`config.mk`:
```
export PLATFORM = sky130hd
export DESIGN_NAME = plc_command_frame_builder_unit
export DESIGN_NICKNAME = d
export VERILOG_FILES = /design/src/rtl/core/plcfb_pkg.sv /design/src/rtl/core/plcfb_front.sv /design/src/rtl/core/plcfb_fifo.sv /design/src/rtl/core/plcfb_back.sv /design/src/rtl/core/plc_command_frame_builder_unit.sv
export SDC_FILE = /design/constraint.sdc
export NUM_CORES = 1
export LEC_CHECK = 0
export BUFFER_PORTS_ARGS = -buffer_cell sky130_fd_sc_hd__buf_4
export CORE_MARGIN = 2
export CORE_UTILIZATION = 26
export DETAILED_ROUTE_END_ITERATION = 7
export GPL_ROUTABILITY_DRIVEN = 0
export PLACE_DENSITY_LB_ADDON = 0.05
export SLEW_MARGIN = 20
export SYNTH_ARGS = -nofsm -noshare
export SYNTH_HDL_FRONTEND = slang
export SYNTH_HIERARCHICAL = 1
export SYNTH_SLANG_ARGS = --single-unit
```
`constraint.sdc`:
```
create_clock -name clk_i -period 8.7 [get_ports clk_i]
set_input_delay 1.74 -clock clk_i [delete_from_list [all_inputs] [get_ports clk_i]]
set_output_delay 1.74 -clock clk_i [all_outputs]
set_load 0.05 [all_outputs]
```
`src/rtl/core/plcfb_pkg.sv`:
```
// Shared types, protocol codes and defaults for the PLC command frame builder.
package plcfb_pkg;

  // Default sizing of the transfer splitter and the job queue.
  localparam int unsigned MAX_TRANSFER_BYTES_DEF = 128;
  localparam int unsigned MAX_ELEMENTS_DEF       = 8192;
  localparam int unsigned QUEUE_DEPTH_DEF        = 2;

  // Header buffer geometry: the longest frame is twelve bytes.
  localparam int unsigned HDR_BYTES = 12;
  localparam int unsigned HDR_IDX_W = $clog2(HDR_BYTES);

  localparam logic [HDR_IDX_W-1:0] LAST_IDX_SINGLE  = HDR_IDX_W'(0);
  localparam logic [HDR_IDX_W-1:0] LAST_IDX_TEST    = HDR_IDX_W'(7);
  localparam logic [HDR_IDX_W-1:0] LAST_IDX_SPECIAL = HDR_IDX_W'(9);
  localparam logic [HDR_IDX_W-1:0] LAST_IDX_DEVICE  = HDR_IDX_W'(11);

  // Command and response codes.
  localparam logic [7:0] CMD_TEST     = 8'h51;
  localparam logic [7:0] RSP_TEST     = 8'hD1;
  localparam logic [7:0] CMD_BIT_RD   = 8'h01;
  localparam logic [7:0] CMD_BIT_WR   = 8'h02;
  localparam logic [7:0] CMD_WORD_RD  = 8'h11;
  localparam logic [7:0] CMD_WORD_WR  = 8'h12;
  localparam logic [7:0] CMD_SPEC_RD  = 8'h31;
  localparam logic [7:0] CMD_SPEC_WR  = 8'h32;
  localparam logic [7:0] RSP_BIT_RD   = 8'h81;
  localparam logic [7:0] RSP_BIT_WR   = 8'h82;
  localparam logic [7:0] RSP_WORD_RD  = 8'h91;
  localparam logic [7:0] RSP_WORD_WR  = 8'h92;
  localparam logic [7:0] RSP_SPEC_RD  = 8'hB1;
  localparam logic [7:0] RSP_SPEC_WR  = 8'hB2;

  // Length field of the test frame and the data count of its answer.
  localparam logic [15:0] TEST_FOLLOW_LEN  = 16'h0004;
  localparam logic [15:0] TEST_REPLY_COUNT = 16'h0004;

  // Fixed part of the follow count for the two command formats.
  localparam logic [16:0] FOLLOW_BASE_DEVICE  = 17'd8;
  localparam logic [16:0] FOLLOW_BASE_SPECIAL = 17'd6;

  localparam logic [16:0] BYTES_SAT = 17'h1FFFF;

  // Request kinds.
  localparam logic REQ_BUILD = 1'b0;
  localparam logic REQ_CHECK = 1'b1;

  typedef enum logic [2:0] {
    VERDICT_OK        = 3'd0,
    VERDICT_NOT_DONE  = 3'd1,
    VERDICT_NOT_MINE  = 3'd2,
    VERDICT_ERROR     = 3'd3,
    VERDICT_RECOVERED = 3'd4
  } verdict_e;

  typedef enum logic [2:0] {
    REG_CPU_NUMBER     = 3'd0,
    REG_DEVICE_CLASS   = 3'd1,
    REG_BASE_ADDRESS   = 3'd2,
    REG_ACCESS_WIDTH   = 3'd3,
    REG_SPECIAL_MODULE = 3'd4,
    REG_MODULE_UNIT    = 3'd5,
    REG_MODULE_SLOT    = 3'd6,
    REG_IS_WRITE       = 3'd7
  } reg_idx_e;

  typedef struct packed {
    logic        req_type;
    logic [13:0] element_count;
    logic        start_transfer;
    logic        recovering;
    logic [31:0] recovery_sequence;
    logic [7:0]  resp_code;
    logic [7:0]  resp_status;
    logic [15:0] resp_count;
    logic [31:0] resp_sequence;
  } in_item_t;

  typedef struct packed {
    logic [7:0]  out_byte;
    logic        is_last;
    logic [2:0]  verdict;
    logic [7:0]  chunk_bytes;
    logic [16:0] chunk_offset;
  } out_item_t;

  typedef struct packed {
    logic [7:0]  cpu_number;
    logic [7:0]  device_class;
    logic [31:0] base_address;
    logic [3:0]  access_width;
    logic        special_module;
    logic [7:0]  module_unit;
    logic [4:0]  module_slot;
    logic        is_write;
  } cfg_t;

  // One classified item on its way to the serializer.
  typedef struct packed {
    logic [HDR_BYTES-1:0][7:0] hdr;
    logic [HDR_IDX_W-1:0]      last_idx;
    verdict_e                  verdict;
    logic [7:0]                chunk_bytes;
    logic [16:0]               chunk_offset;
  } job_t;

endpackage

```
`src/rtl/core/plcfb_front.sv`:
```
// Front end: accepts items, tracks chunk state and classifies each item into a job.
module plcfb_front #(
  parameter int unsigned MAX_TRANSFER_BYTES = plcfb_pkg::MAX_TRANSFER_BYTES_DEF,
  parameter int unsigned MAX_ELEMENTS       = plcfb_pkg::MAX_ELEMENTS_DEF
) (
  input  logic                clk_i,
  input  logic                rst_ni,
  input  plcfb_pkg::cfg_t     cfg_i,
  input  logic                in_valid_i,
  output logic                in_ready_o,
  input  plcfb_pkg::in_item_t in_data_i,
  input  logic                full_i,
  output logic                push_o,
  output plcfb_pkg::job_t     job_o
);

  localparam logic [16:0] MaxBytes = 17'(MAX_TRANSFER_BYTES);
  localparam logic [15:0] MaxElems = 16'(MAX_ELEMENTS);

  logic [16:0] byte_offset_q, byte_offset_d;
  logic [16:0] bytes_left_q, bytes_left_d;

  logic        accept;
  logic [15:0] count_ext, count_clamp;
  logic [19:0] product;
  logic [16:0] nbytes, off0, bl_sel, nread, nwrite, dev_off, npt, follow;
  logic [31:0] addr;
  logic        chunked, width_ok, bit_dev;
  logic [7:0]  exp_code;
  logic [15:0] exp_count;

  assign in_ready_o = !full_i;
  assign accept     = in_valid_i && !full_i;
  assign push_o     = accept;

  // Transfer size, clamped in elements and saturated in bytes.
  always_comb begin
    count_ext   = {2'b00, in_data_i.element_count};
    count_clamp = (count_ext > MaxElems) ? MaxElems : count_ext;
    product     = 20'(cfg_i.access_width) * 20'(count_clamp);
    nbytes      = (|product[19:17]) ? plcfb_pkg::BYTES_SAT : product[16:0];
  end

  // Chunk sizing and header field arithmetic shared by both request kinds.
  always_comb begin
    off0     = in_data_i.start_transfer ? '0 : byte_offset_q;
    width_ok = cfg_i.access_width inside {4'd1, 4'd2, 4'd4, 4'd8};
    chunked  = nbytes > MaxBytes;
    bl_sel   = (in_data_i.req_type == plcfb_pkg::REQ_BUILD && chunked && off0 == '0)
               ? nbytes : bytes_left_q;
    nread    = chunked ? ((bl_sel > MaxBytes) ? MaxBytes : bl_sel) : nbytes;
    nwrite   = cfg_i.is_write ? nread : '0;
    bit_dev  = !cfg_i.special_module && cfg_i.access_width == 4'd1;
    dev_off  = bit_dev ? off0 : {1'b0, off0[16:1]};
    npt      = bit_dev ? nread : {1'b0, nread[16:1]};
    addr     = cfg_i.base_address + {15'b0, dev_off};
    follow   = (cfg_i.special_module ? plcfb_pkg::FOLLOW_BASE_SPECIAL
                                     : plcfb_pkg::FOLLOW_BASE_DEVICE) + nwrite;
    exp_count = cfg_i.is_write ? 16'h0000 : nread[15:0];
    if (cfg_i.special_module) begin
      exp_code = cfg_i.is_write ? plcfb_pkg::RSP_SPEC_WR : plcfb_pkg::RSP_SPEC_RD;
    end else if (bit_dev) begin
      exp_code = cfg_i.is_write ? plcfb_pkg::RSP_BIT_WR : plcfb_pkg::RSP_BIT_RD;
    end else begin
      exp_code = cfg_i.is_write ? plcfb_pkg::RSP_WORD_WR : plcfb_pkg::RSP_WORD_RD;
    end
  end

  // Classification: build the job and the next chunk state.
  always_comb begin
    job_o         = '0;
    job_o.verdict = plcfb_pkg::VERDICT_OK;
    bytes_left_d  = bytes_left_q;
    byte_offset_d = off0;
    if (in_data_i.recovering && in_data_i.req_type == plcfb_pkg::REQ_BUILD) begin
      // Test frame carrying the recovery sequence number.
      job_o.hdr[0]   = plcfb_pkg::CMD_TEST;
      job_o.hdr[1]   = cfg_i.cpu_number;
      job_o.hdr[2]   = plcfb_pkg::TEST_FOLLOW_LEN[15:8];
      job_o.hdr[3]   = plcfb_pkg::TEST_FOLLOW_LEN[7:0];
      job_o.hdr[4]   = in_data_i.recovery_sequence[31:24];
      job_o.hdr[5]   = in_data_i.recovery_sequence[23:16];
      job_o.hdr[6]   = in_data_i.recovery_sequence[15:8];
      job_o.hdr[7]   = in_data_i.recovery_sequence[7:0];
      job_o.last_idx = plcfb_pkg::LAST_IDX_TEST;
    end else if (in_data_i.recovering) begin
      // Only the test frame answer counts while the link recovers.
      job_o.last_idx = plcfb_pkg::LAST_IDX_SINGLE;
      if (in_data_i.resp_code != plcfb_pkg::RSP_TEST ||
          in_data_i.resp_count != plcfb_pkg::TEST_REPLY_COUNT ||
          in_data_i.resp_sequence != in_data_i.recovery_sequence) begin
        job_o.verdict = plcfb_pkg::VERDICT_NOT_MINE;
      end else begin
        job_o.verdict = plcfb_pkg::VERDICT_RECOVERED;
      end
    end else if (!cfg_i.special_module && !width_ok) begin
      job_o.last_idx = plcfb_pkg::LAST_IDX_SINGLE;
      job_o.verdict  = plcfb_pkg::VERDICT_ERROR;
    end else if (in_data_i.req_type == plcfb_pkg::REQ_BUILD) begin
      job_o.hdr[1]       = cfg_i.cpu_number;
      job_o.hdr[2]       = follow[15:8];
      job_o.hdr[3]       = follow[7:0];
      job_o.chunk_bytes  = nread[7:0];
      job_o.chunk_offset = off0;
      bytes_left_d       = bl_sel;
      if (cfg_i.special_module) begin
        job_o.hdr[0]   = cfg_i.is_write ? plcfb_pkg::CMD_SPEC_WR : plcfb_pkg::CMD_SPEC_RD;
        job_o.hdr[4]   = cfg_i.module_unit;
        job_o.hdr[5]   = {3'b000, cfg_i.module_slot};
        job_o.hdr[6]   = addr[15:8];
        job_o.hdr[7]   = addr[7:0];
        job_o.hdr[8]   = npt[15:8];
        job_o.hdr[9]   = npt[7:0];
        job_o.last_idx = plcfb_pkg::LAST_IDX_SPECIAL;
      end else begin
        if (bit_dev) begin
          job_o.hdr[0] = cfg_i.is_write ? plcfb_pkg::CMD_BIT_WR : plcfb_pkg::CMD_BIT_RD;
        end else begin
          job_o.hdr[0] = cfg_i.is_write ? plcfb_pkg::CMD_WORD_WR : plcfb_pkg::CMD_WORD_RD;
        end
        job_o.hdr[4]   = 8'h00;
        job_o.hdr[5]   = cfg_i.device_class;
        job_o.hdr[6]   = addr[31:24];
        job_o.hdr[7]   = addr[23:16];
        job_o.hdr[8]   = addr[15:8];
        job_o.hdr[9]   = addr[7:0];
        job_o.hdr[10]  = npt[15:8];
        job_o.hdr[11]  = npt[7:0];
        job_o.last_idx = plcfb_pkg::LAST_IDX_DEVICE;
      end
    end else begin
      // Reply header check; a passing reply advances the chunk state.
      job_o.last_idx     = plcfb_pkg::LAST_IDX_SINGLE;
      job_o.chunk_bytes  = nread[7:0];
      job_o.chunk_offset = off0;
      if (in_data_i.resp_code != exp_code) begin
        job_o.verdict = plcfb_pkg::VERDICT_NOT_MINE;
      end else if (in_data_i.resp_status != 8'h00) begin
        job_o.verdict = plcfb_pkg::VERDICT_ERROR;
      end else if (in_data_i.resp_count != exp_count) begin
        job_o.verdict = plcfb_pkg::VERDICT_NOT_MINE;
      end else begin
        job_o.verdict = (chunked && bytes_left_q > MaxBytes)
                        ? plcfb_pkg::VERDICT_NOT_DONE : plcfb_pkg::VERDICT_OK;
        bytes_left_d  = (bytes_left_q > nread) ? (bytes_left_q - nread) : '0;
        byte_offset_d = off0 + nread;
      end
    end
  end

  // Chunk state registers.
  always_ff @(posedge clk_i or negedge rst_ni) begin
    if (!rst_ni) begin
      byte_offset_q <= '0;
      bytes_left_q  <= '0;
    end else if (accept) begin
      byte_offset_q <= byte_offset_d;
      bytes_left_q  <= bytes_left_d;
    end
  end

endmodule

```
`src/rtl/core/plcfb_fifo.sv`:
```
// Short job queue between the front end and the serializer.
module plcfb_fifo #(
  parameter int unsigned DEPTH = plcfb_pkg::QUEUE_DEPTH_DEF
) (
  input  logic            clk_i,
  input  logic            rst_ni,
  input  logic            push_i,
  input  plcfb_pkg::job_t data_i,
  output logic            full_o,
  input  logic            pop_i,
  output logic            valid_o,
  output plcfb_pkg::job_t data_o
);

  localparam int unsigned PtrW = (DEPTH > 1) ? $clog2(DEPTH) : 1;
  localparam int unsigned CntW = $clog2(DEPTH + 1);
  localparam logic [PtrW-1:0] LastPtr = PtrW'(DEPTH - 1);
  localparam logic [CntW-1:0] FullCnt = CntW'(DEPTH);

  plcfb_pkg::job_t mem_q [DEPTH];
  logic [PtrW-1:0] wr_ptr_q, rd_ptr_q;
  logic [CntW-1:0] count_q;

  assign full_o  = count_q == FullCnt;
  assign valid_o = count_q != '0;
  assign data_o  = mem_q[rd_ptr_q];

  // Storage.
  always_ff @(posedge clk_i) begin
    if (push_i) begin
      mem_q[wr_ptr_q] <= data_i;
    end
  end

  // Pointers and fill count.
  always_ff @(posedge clk_i or negedge rst_ni) begin
    if (!rst_ni) begin
      wr_ptr_q <= '0;
      rd_ptr_q <= '0;
      count_q  <= '0;
    end else begin
      if (push_i) begin
        wr_ptr_q <= (wr_ptr_q == LastPtr) ? '0 : wr_ptr_q + 1'b1;
      end
      if (pop_i) begin
        rd_ptr_q <= (rd_ptr_q == LastPtr) ? '0 : rd_ptr_q + 1'b1;
      end
      if (push_i && !pop_i) begin
        count_q <= count_q + 1'b1;
      end else if (pop_i && !push_i) begin
        count_q <= count_q - 1'b1;
      end
    end
  end

endmodule

```
`src/rtl/core/plcfb_back.sv`:
```
// Back end: serializes each queued job into result transactions, one per cycle unless stalled.
module plcfb_back (
  input  logic                 clk_i,
  input  logic                 rst_ni,
  input  logic                 job_valid_i,
  input  plcfb_pkg::job_t      job_i,
  output logic                 pop_o,
  output logic                 out_valid_o,
  input  logic                 out_ready_i,
  output plcfb_pkg::out_item_t out_data_o
);

  logic [plcfb_pkg::HDR_IDX_W-1:0] idx_q;
  logic                            out_valid_q;
  plcfb_pkg::out_item_t            out_q, out_d;
  logic                            load, at_last;

  assign load        = job_valid_i && (!out_valid_q || out_ready_i);
  assign at_last     = idx_q == job_i.last_idx;
  assign pop_o       = load && at_last;
  assign out_valid_o = out_valid_q;
  assign out_data_o  = out_q;

  // Next result taken from the head job.
  always_comb begin
    out_d.out_byte     = job_i.hdr[idx_q];
    out_d.is_last      = at_last;
    out_d.verdict      = job_i.verdict;
    out_d.chunk_bytes  = job_i.chunk_bytes;
    out_d.chunk_offset = job_i.chunk_offset;
  end

  // Byte index and output valid.
  always_ff @(posedge clk_i or negedge rst_ni) begin
    if (!rst_ni) begin
      idx_q       <= '0;
      out_valid_q <= 1'b0;
    end else begin
      if (load) begin
        idx_q <= at_last ? '0 : idx_q + 1'b1;
      end
      if (load) begin
        out_valid_q <= 1'b1;
      end else if (out_ready_i) begin
        out_valid_q <= 1'b0;
      end
    end
  end

  // Output payload register.
  always_ff @(posedge clk_i) begin
    if (load) begin
      out_q <= out_d;
    end
  end

endmodule

```
`src/rtl/core/plc_command_frame_builder_unit.sv`:
```
// An accepted item is written into the job queue; its results are registered in the output
// serializer. Throughput: one result per cycle while out_ready_i is high; a build gives
// 12 results (10 special, 8 test frame), and a reply check or an error a single result.
// The front end takes a new item each cycle while the job queue (QUEUE_DEPTH entries, two by default) has room.
// Reset clears the chunk state and the queue and loads the registers with their defaults.
// Top level: configuration registers, front end, job queue and serializer.
module plc_command_frame_builder_unit #(
  parameter int unsigned MAX_TRANSFER_BYTES = plcfb_pkg::MAX_TRANSFER_BYTES_DEF,
  parameter int unsigned MAX_ELEMENTS       = plcfb_pkg::MAX_ELEMENTS_DEF,
  parameter int unsigned QUEUE_DEPTH        = plcfb_pkg::QUEUE_DEPTH_DEF
) (
  input  logic                 clk_i,
  input  logic                 rst_ni,
  input  logic                 in_valid_i,
  output logic                 in_ready_o,
  input  plcfb_pkg::in_item_t  in_data_i,
  output logic                 out_valid_o,
  input  logic                 out_ready_i,
  output plcfb_pkg::out_item_t out_data_o,
  input  logic                 psel,
  input  logic                 penable,
  input  logic                 pwrite,
  input  logic [4:0]           paddr,
  input  logic [31:0]          pwdata,
  output logic [31:0]          prdata,
  output logic                 pready
);

  plcfb_pkg::cfg_t    cfg_q;
  plcfb_pkg::reg_idx_e reg_idx;
  logic               cfg_write;
  logic               push, full, pop, job_valid;
  plcfb_pkg::job_t    job_in, job_out;

  assign pready    = 1'b1;
  assign reg_idx   = plcfb_pkg::reg_idx_e'(paddr[4:2]);
  assign cfg_write = psel && penable && pwrite && pready;

  // Configuration register writes.
  always_ff @(posedge clk_i or negedge rst_ni) begin
    if (!rst_ni) begin
      cfg_q.cpu_number     <= 8'd1;
      cfg_q.device_class   <= 8'd0;
      cfg_q.base_address   <= 32'd0;
      cfg_q.access_width   <= 4'd2;
      cfg_q.special_module <= 1'b0;
      cfg_q.module_unit    <= 8'd0;
      cfg_q.module_slot    <= 5'd1;
      cfg_q.is_write       <= 1'b0;
    end else if (cfg_write) begin
      case (reg_idx)
        plcfb_pkg::REG_CPU_NUMBER:     cfg_q.cpu_number     <= pwdata[7:0];
        plcfb_pkg::REG_DEVICE_CLASS:   cfg_q.device_class   <= pwdata[7:0];
        plcfb_pkg::REG_BASE_ADDRESS:   cfg_q.base_address   <= pwdata;
        plcfb_pkg::REG_ACCESS_WIDTH:   cfg_q.access_width   <= pwdata[3:0];
        plcfb_pkg::REG_SPECIAL_MODULE: cfg_q.special_module <= pwdata[0];
        plcfb_pkg::REG_MODULE_UNIT:    cfg_q.module_unit    <= pwdata[7:0];
        plcfb_pkg::REG_MODULE_SLOT:    cfg_q.module_slot    <= pwdata[4:0];
        plcfb_pkg::REG_IS_WRITE:       cfg_q.is_write       <= pwdata[0];
        default: ;
      endcase
    end
  end

  // Configuration register reads.
  always_comb begin
    case (reg_idx)
      plcfb_pkg::REG_CPU_NUMBER:     prdata = {24'b0, cfg_q.cpu_number};
      plcfb_pkg::REG_DEVICE_CLASS:   prdata = {24'b0, cfg_q.device_class};
      plcfb_pkg::REG_BASE_ADDRESS:   prdata = cfg_q.base_address;
      plcfb_pkg::REG_ACCESS_WIDTH:   prdata = {28'b0, cfg_q.access_width};
      plcfb_pkg::REG_SPECIAL_MODULE: prdata = {31'b0, cfg_q.special_module};
      plcfb_pkg::REG_MODULE_UNIT:    prdata = {24'b0, cfg_q.module_unit};
      plcfb_pkg::REG_MODULE_SLOT:    prdata = {27'b0, cfg_q.module_slot};
      plcfb_pkg::REG_IS_WRITE:       prdata = {31'b0, cfg_q.is_write};
      default:                       prdata = '0;
    endcase
  end

  plcfb_front #(
    .MAX_TRANSFER_BYTES(MAX_TRANSFER_BYTES),
    .MAX_ELEMENTS      (MAX_ELEMENTS)
  ) u_front (
    .clk_i     (clk_i),
    .rst_ni    (rst_ni),
    .cfg_i     (cfg_q),
    .in_valid_i(in_valid_i),
    .in_ready_o(in_ready_o),
    .in_data_i (in_data_i),
    .full_i    (full),
    .push_o    (push),
    .job_o     (job_in)
  );

  plcfb_fifo #(
    .DEPTH(QUEUE_DEPTH)
  ) u_fifo (
    .clk_i  (clk_i),
    .rst_ni (rst_ni),
    .push_i (push),
    .data_i (job_in),
    .full_o (full),
    .pop_i  (pop),
    .valid_o(job_valid),
    .data_o (job_out)
  );

  plcfb_back u_back (
    .clk_i      (clk_i),
    .rst_ni     (rst_ni),
    .job_valid_i(job_valid),
    .job_i      (job_out),
    .pop_o      (pop),
    .out_valid_o(out_valid_o),
    .out_ready_i(out_ready_i),
    .out_data_o (out_data_o)
  );

`ifndef SYNTHESIS
  // The front end never pushes into a full queue.
  a_no_overflow: assert property (@(posedge clk_i) disable iff (!rst_ni)
    push |-> !full)
    else $error("job pushed into a full queue");

  // An accepted item leaves a job waiting in the queue on the next cycle.
  a_job_queued: assert property (@(posedge clk_i) disable iff (!rst_ni)
    (in_valid_i && in_ready_o) |=> job_valid)
    else $error("accepted item did not reach the queue");

  // A verdict other than ok only ever comes on a single, last result.
  a_single_verdict: assert property (@(posedge clk_i) disable iff (!rst_ni)
    (out_valid_o && out_data_o.verdict != plcfb_pkg::VERDICT_OK) |-> out_data_o.is_last)
    else $error("non-ok verdict on a result that is not the last");
`endif

endmodule

```
==> metrics.md, run 1 <==
| Metric | Value |
|---|---|
| Starting Density | `26.1%` |
| Worst path top cell family by delay | `compound AO/OA/AOI/OAI gates` |
| Vias in the first global route | `18790` |
| Vias | `18256` |
| Num CTS Buffers | `51` |
| Avg WL per Cell | `between 20 and 25 um` |
| Initial antenna violation count | `6` |
| Clock sinks | `403` |
| Critical Path Source Type | `input port` |
| Dpl ws | `-649 ps` |
| Slowest cell on crit path | `fa_1` |
| Status | `complete, no violations` |
| VDD IR max | `0.209 mV` |
| Dpl hpwl | `around 66000 um` |
| Final WS setup | `426 ps` |
| IO Count | `between 200 and 250` |
| CP arrival | `8750 ps` |
| Main synth FF type | `edfxtp_1` |
| Tot GR Track Use | `18.0%` |
| Critical path class | `in -> reg` |
| Hold WC Path Type | `reg -> reg` |
| GRT Residual Overflow | `0` |
| DRT Wirelength | `87200 um` |
| Area grow syn2layout | `24.3%` |
| Tmin final | `8270 ps` |
| Die Footprint | `0.0957 mm^2` |
| Rows | `112` |
| I/O Buffers | `225` |
| Final period util | `a little over nine tenths` |
| Pleak | `12.1 nW` |
| Relative slew margins | `33.7%` |
| Top cells by count, synth | `edfxtp_1, mux2_2, nor2_1, nand2_1, inv_1` |
| Highest clock rate | `0.121 GHz` |
| Die Wd | `309 um` |
| Post-route cell area | `0.0301 mm^2` |
| Clk root buf | `clkbuf_16` |
| Number of synthesized flops with an enable pin | `around 290` |
| Fin. max-slew vios | `0` |
| Synthesized flop and latch total | `403` |
| Fin Clk Skew | `16.6 ps` |
| Synth Area per Inst | `11.2 um^2` |
| Area leader, netlist | `edfxtp_1` |
| # H-tree levels | `2` |
| Placed cells | `between 3000 and 4000` |
| Worst-skew pair later-pin latency | `600 ps` |
| Crit-path max FO | `8` |
| Mapped Area | `0.0242 mm^2` |
| Largest net degree at the start of global routing | `approximately 100` |
| Total core area | `slightly above 0.09 mm^2` |
| WP buf/inv | `7` |
| CTS tree | `yes` |
| DP Area | `0.0284 mm^2` |
| ANT nets after route | `0` |
| Top-area cell type share of the netlist area | `36.3%` |
| PwrDens | `265 mW/mm^2` |
| # nets final | `roughly 2800` |
| Initial DRC count | `about 1200` |
| DRC viols | `0` |
| Nature of the critical path endpoint | `flip-flop` |
| Most common cell in the netlist | `edfxtp_1` |
| First-pass GRT wire length | `126000 um` |
| Critical path required time | `9170 ps` |
| Fillcell total | `9541` |
| Fin cells | `3843` |
| Clk buf depth | `3` |
| Final Hold Viols | `0` |
| Synth warn | `6` |
| Vias per cell | `4.75` |
| Die H | `roughly 310 um` |
| Synthesized instance count | `2164` |
| Synth unique cells | `98` |
| Max Cap Viol | `0` |
| Hold buffers post-CTS | `0` |
| Clk pin slew, worst setup/hold paths | `60 ps` |
| # setup viols final | `0` |
| Post-synthesis sequential area ratio | `a little under half` |
| Slew @ Worst Pin | `986 ps` |
| Drt pass-1 iters | `5` |
| Area contributors post-synth | `edfxtp_1, dfrtp_1, mux2_2, ha_1, nor2_1` |
| Post-synth ARST share | `27.3%` |
| Delay of the slowest cell on the worst path | `530 ps` |
| Fraction of layout cells with a size suffix above 1 | `29.7%` |
| CP most frequent cell | `a21oi_1` |
-- metrics by stage --
step	setup TNS, ps	total power [W]	utilization [%]	hold slack [ps]
after floorplan	0	0.00486	-	447
after global placement	-7500	0.00596	30.6	467
after detailed placement	-8540	0.00598	30.6	480
after CTS	0	0.00813	32.4	491
after global routing	-1.02	0.00842	32.4	531
final	0	0.00798	32.4	488
-- cells in the final DEF (no fill, tap or decap), types with 21 or more instances in the layout --
cell type and count:
a21oi_1 83, a31oi_1 31, and2_1 74, buf_4 406
clkbuf_16 51, conb_1 37, dfrtp_1 104, edfxtp_1 293
fa_1 28, ha_1 77, inv_1 123, mux2_2 187
mux2i_1 28, nand2_1 152, nand2b_1 33, nand3_1 27
nand4_1 21, nor2_1 153, nor2b_1 28, nor3_1 33
o21ai_0 98, o21ai_1 25, xnor2_1 56, xor2_1 47
-- report_power, final --
part	internal (W)	switching (W)
Sequential	0.00264	0.000318
Clock	0.00124	0.000859
Combinational	0.00118	0.00175
Total	0.00505	0.00293
-- worst paths after layout --
kind,startpoint,to,slack [ps],depth (start not counted)
setup / recovery,in_data_i[111],u_front/byte_offset_q[16]$_DFFE_PN0P_,430,35
hold / removal,u_fifo/count_q[1]$_DFFE_PN0P_,u_fifo/count_q[1]$_DFFE_PN0P_,490,1
setup reg to reg,cfg_q[16]$_DFFE_PN1P_,u_front/byte_offset_q[16]$_DFFE_PN0P_,960,32
hold reg to reg,u_fifo/count_q[1]$_DFFE_PN0P_,u_fifo/count_q[1]$_DFFE_PN0P_,490,1
max in group asynchronous,rst_ni,cfg_q[15]$_DFFE_PN0P_,5890,3
min in group asynchronous,rst_ni,cfg_q[50]$_DFFE_PN0P_,1070,1
-- per-layer routing --
| layer | routed length (um) | track usage [%] | vias to the layer above | share of wire [%] |
|---|---|---|---|---|
| met4 | 2130 | 4.93 | 0 | 2.4 |
| li1 | - | - | 8688 | - |
| met3 | 3740 | 2.66 | 84 | 4.3 |
| met2 | 41000 | 29.8 | 378 | 47 |
| met1 | 40400 | 24.3 | 9106 | 46 |
| met5 | 0 | 0 | - | 0 |
-- state kept, by name, summed over array words and instances (netlist names) --
name / count
u_fifo/wr_ptr_q: 1
u_fifo/rd_ptr_q: 1
u_back/out_valid_o: 1
u_back/idx_q: 4
u_front/byte_offset_q: 17
u_back/out_data_o: 37
u_fifo/count_q: 2
u_front/bytes_left_q: 17
u_fifo/mem_q: 256
cfg_q: 67
-- repair_timing --
action	CTS	global route
setup buffers	0	0
endpoints found under the setup margin	1	23
resized for setup	2	19
pin swaps	0	1
-- cell families after synthesis --
group / share of synthesized area (%)
other: 0.0464
buffers and inverters: 4.87
AOI/OAI and AO/OA: 12.5
and+or+nand+nor: 12.6
xor gates and xnor gates: 3.72
adders and majority gates: 6.29
muxes: 12.4
DFF: 47.7
-- worst register-to-register path: cells and delay by family (launching register included) --
kind / cells / cell delay [ps]
flops: 1 / 680
simple gates: 9 / 1650
buf+inv: 4 / 530
fa+ha+maj: 5 / 1960
compound gates: 14 / 2820
-- layout make-up --
| cell class | count | area, um^2 | share of cell area, % |
|---|---|---|---|
| antenna | 3 | 7.51 | 0.0249 |
| clock buffer | 62 | 1330 | 4.41 |
| clock inverter | 33 | 324 | 1.08 |
| inverter | 128 | 480 | 1.59 |
| multi-input combinational | 1550 | 11800 | 39.0 |
| sequential | 403 | 11600 | 38.4 |
| tap | 1254 | 1570 | 5.21 |
| timing repair buffer | 410 | 3110 | 10.3 |
Power figures use the tool's default switching activity.
==> run 2: changes to the inputs <==
CORE_UTILIZATION = 45   (was 26)
==> metrics.md, run 2 (synthesized netlist as in run 1, its figures left out) <==
| Metric | Value |
|---|---|
| Switch Pwr | `0.00276 W (-5.7%)` |
| Crit-path max FO | `6 (-2)` |
| Fillcell total | `4723 (-50%)` |
| Dpl ws | `-477 ps (+171 ps)` |
| Max FFs per register | `256 (unchanged)` |
| Nature of the critical path endpoint | `flip-flop` |
| CTS tree | `yes` |
| Fraction of layout cells with a size suffix above 1 | `28.0% (-1.7 points)` |
| Tmin final | `8220 ps (-55.7 ps)` |
| Avg WL per Cell | `22.8 um (+0.40%)` |
| Worst path top cell family by delay | `compound AO/OA/AOI/OAI gates` |
| Vias per cell | `5.69 (+20%)` |
| WP buf/inv | `8 (+1)` |
| Slowest cell on crit path | `fa_1` |
| GRT Residual Overflow | `0 (unchanged)` |
| Dpl hpwl | `55200 um (-17%)` |
| Met2 usage | `44.6% (+15 points)` |
| RR Endpoint | `u_front/bytes_left_q[3]$_DFFE_PN0P_` |
| Critical Path Sink | `u_front/bytes_left_q[3]$_DFFE_PN0P_` |
| Largest net degree at the start of global routing | `68 (-34%)` |
| Switching Share | `35.9% (-0.78 points)` |
| Num CTS Buffers | `45 (-12%)` |
| Rows | `85 (-24%)` |
| Worst Reg-to-Reg Cells | `32 (unchanged)` |
| I/O Buffers | `225 (unchanged)` |
| Hold WC Path Type | `reg -> reg` |
| Critical path required time | `9190 ps (+20 ps)` |
| Relative slew margins | `29.3% (-4.5 points)` |
| Initial antenna violation count | `0 (-6)` |
| Placed cells | `3141 (-16%)` |
| CP arrival | `8710 ps (-40 ps)` |
| Final period util | `94.5% (-0.64 points)` |
| Die H | `236 um (-24%)` |
| Vias | `18394 (+0.76%)` |
| Hold Slack | `497 ps (+9.23 ps)` |
| # H-tree levels | `2 (unchanged)` |
| Crit path launch | `in_data_i[99]` |
| FF-to-FF Start | `cfg_q[16]$_DFFE_PN1P_` |
| PwrDens | `266 mW/mm^2 (+0.34%)` |
| Reg-to-reg slack, setup | `1130 ps (+170 ps)` |
| Most frequent cells in the layout | `buf_4, edfxtp_1, mux2_2` |
| Power consumption | `0.00769 W (-3.7%)` |
| Clk pin slew, worst setup/hold paths | `60 ps (about the same)` |
| Worst-skew pair later-pin latency | `580 ps (-20 ps)` |
| Comb pwr share | `36.7% (about the same)` |
| Delay of the slowest cell on the worst path | `530 ps (about the same)` |
| Flop pwr share | `37.9% (+0.8 points)` |
| Int Pwr | `0.00493 W (-2.5%)` |
| Clk root buf | `clkbuf_16` |
| Layer with the highest usage | `met2` |
| Max Cap Viol | `0 (unchanged)` |
| Tot GR Track Use | `26.3% (+8.4 points)` |
| Slew @ Worst Pin | `1030 ps (+48.8 ps)` |
| IO Count | `229 (unchanged)` |
| Critical Path Source Type | `input port` |
| Initial DRC count | `1427 (+19%)` |
| Drt pass-1 iters | `7 (+2)` |
| Hold buffers post-CTS | `0 (unchanged)` |
| GR Util met3 | `3.38% (+0.72 points)` |
| Pleak | `11.8 nW (-2.4%)` |
| Clock power frac | `25.4% (-0.8 points)` |
| Final WS setup | `481 ps (+55.7 ps)` |
| Levels on crit path | `35 (unchanged)` |
| Vias in the first global route | `18653 (-0.73%)` |
| Highest clock rate | `0.122 GHz (+0.68%)` |
| DRT Wirelength | `73600 um (-16%)` |
| GRT met1 Usage | `35.7% (+11 points)` |
| Fin. max-slew vios | `0 (unchanged)` |
| First-pass GRT wire length | `112000 um (-11%)` |
| Die Wd | `236 um (-24%)` |
| Critical path class | `in -> reg` |
| Most common cell after layout, fill and taps aside | `buf_4` |
| ANT nets after route | `0 (unchanged)` |
| # nets final | `2758 (-1.7%)` |
| Biggest register | `u_fifo/mem_q` |
| DRC viols | `0 (unchanged)` |
| Fin Clk Skew | `22.2 ps (+5.66 ps)` |
| Starting Density | `45.3% (+19 points)` |
| Area grow syn2layout | `19.3%` |
| Unrepaired setup endpoints after global routing | `false` |
| Die Footprint | `0.0558 mm^2 (-42%)` |
| Status | `complete, no violations` |
| Clk buf depth | `3 (unchanged)` |
| Clock sinks | `403 (unchanged)` |
| Fin cells | `3231 (-16%)` |
| CP most frequent cell | `buf_4` |
| # setup viols final | `0 (unchanged)` |
| Final Hold Viols | `0 (unchanged)` |
| Total core area | `0.0535 mm^2 (-42%)` |
| VDD IR max | `0.149 mV (-29%)` |
## run 2: layer usage
layer | share of wire (%) | vias to the layer above | routed length [um]
met2 | 49 | 531 | 35900
met3 | 5.0 | 96 | 3700
li1 | - | 8569 | -
met5 | 0 | - | 0
met4 | 2.5 | 0 | 1850
met1 | 44 | 9198 | 32200
## run 2: worst min-delay path by stage
stage,from,to,slack [ps],depth (start not counted)
3_5_place_dp,u_fifo/count_q[1]$_DFFE_PN0P_,u_fifo/count_q[1]$_DFFE_PN0P_,490,1
3_3_place_gp,u_fifo/count_q[1]$_DFFE_PN0P_,u_fifo/count_q[1]$_DFFE_PN0P_,470,1
4_1_cts,u_fifo/count_q[1]$_DFFE_PN0P_,u_fifo/count_q[1]$_DFFE_PN0P_,500,1
5_1_grt,u_fifo/count_q[1]$_DFFE_PN0P_,u_fifo/count_q[1]$_DFFE_PN0P_,520,1
6_report,u_fifo/count_q[1]$_DFFE_PN0P_,u_fifo/count_q[1]$_DFFE_PN0P_,500,1
2_1_floorplan,u_fifo/count_q[1]$_DFFE_PN0P_,u_fifo/count_q[1]$_DFFE_PN0P_,450,1
## run 2: worst reg2reg max path, delay by kind of cell (launching register included)
kind,cells,cell delay (ps)
AND/OR/NAND/NOR,6,1150
AO/OA/AOI/OAI,16,3100
adder cells (fa/ha/maj),4,1760
buffers and inverters,6,780
flip-flops,1,690
## run 2: layout make-up
class                      count  area, um^2  share of cell area, %
timing repair buffer         368        2800                   9.69
clock inverter                26         305                   1.06
tap                          696         871                   3.01
inverter                     128         480                   1.66
sequential                   403       11600                   40.0
clock buffer                  58        1180                   4.10
multi-input combinational   1550       11700                   40.5
antenna                        2        5.00                 0.0173
## run 2: timing repair
item,4_1_cts,5_1_grt
hold endpoints to repair,0,0
endpoints found under the setup margin,0,23
resized for setup,0,17
setup buffers,0,3
## run 2: metrics by stage
step	utilization [%]	instance area, um^2	setup TNS, ps
3_3_place_gp	51.0	27300	-3700
5_1_grt	54.1	28900	0
3_5_place_dp	51.1	27300	-7030
6_report	54.1	28900	0
4_1_cts	53.9	28800	0
2_1_floorplan	-	24400	0
## run 2: power by group through the flow
stage	registers (W)	clock network [W]	logic (W)
floorplan	0.00315	0	0.00171
global placement	0.00294	0	0.00279
detailed placement	0.00295	0	0.00281
CTS	0.00292	0.00199	0.00282
global route	0.00297	0.00207	0.00302
finish	0.00292	0.00195	0.00282
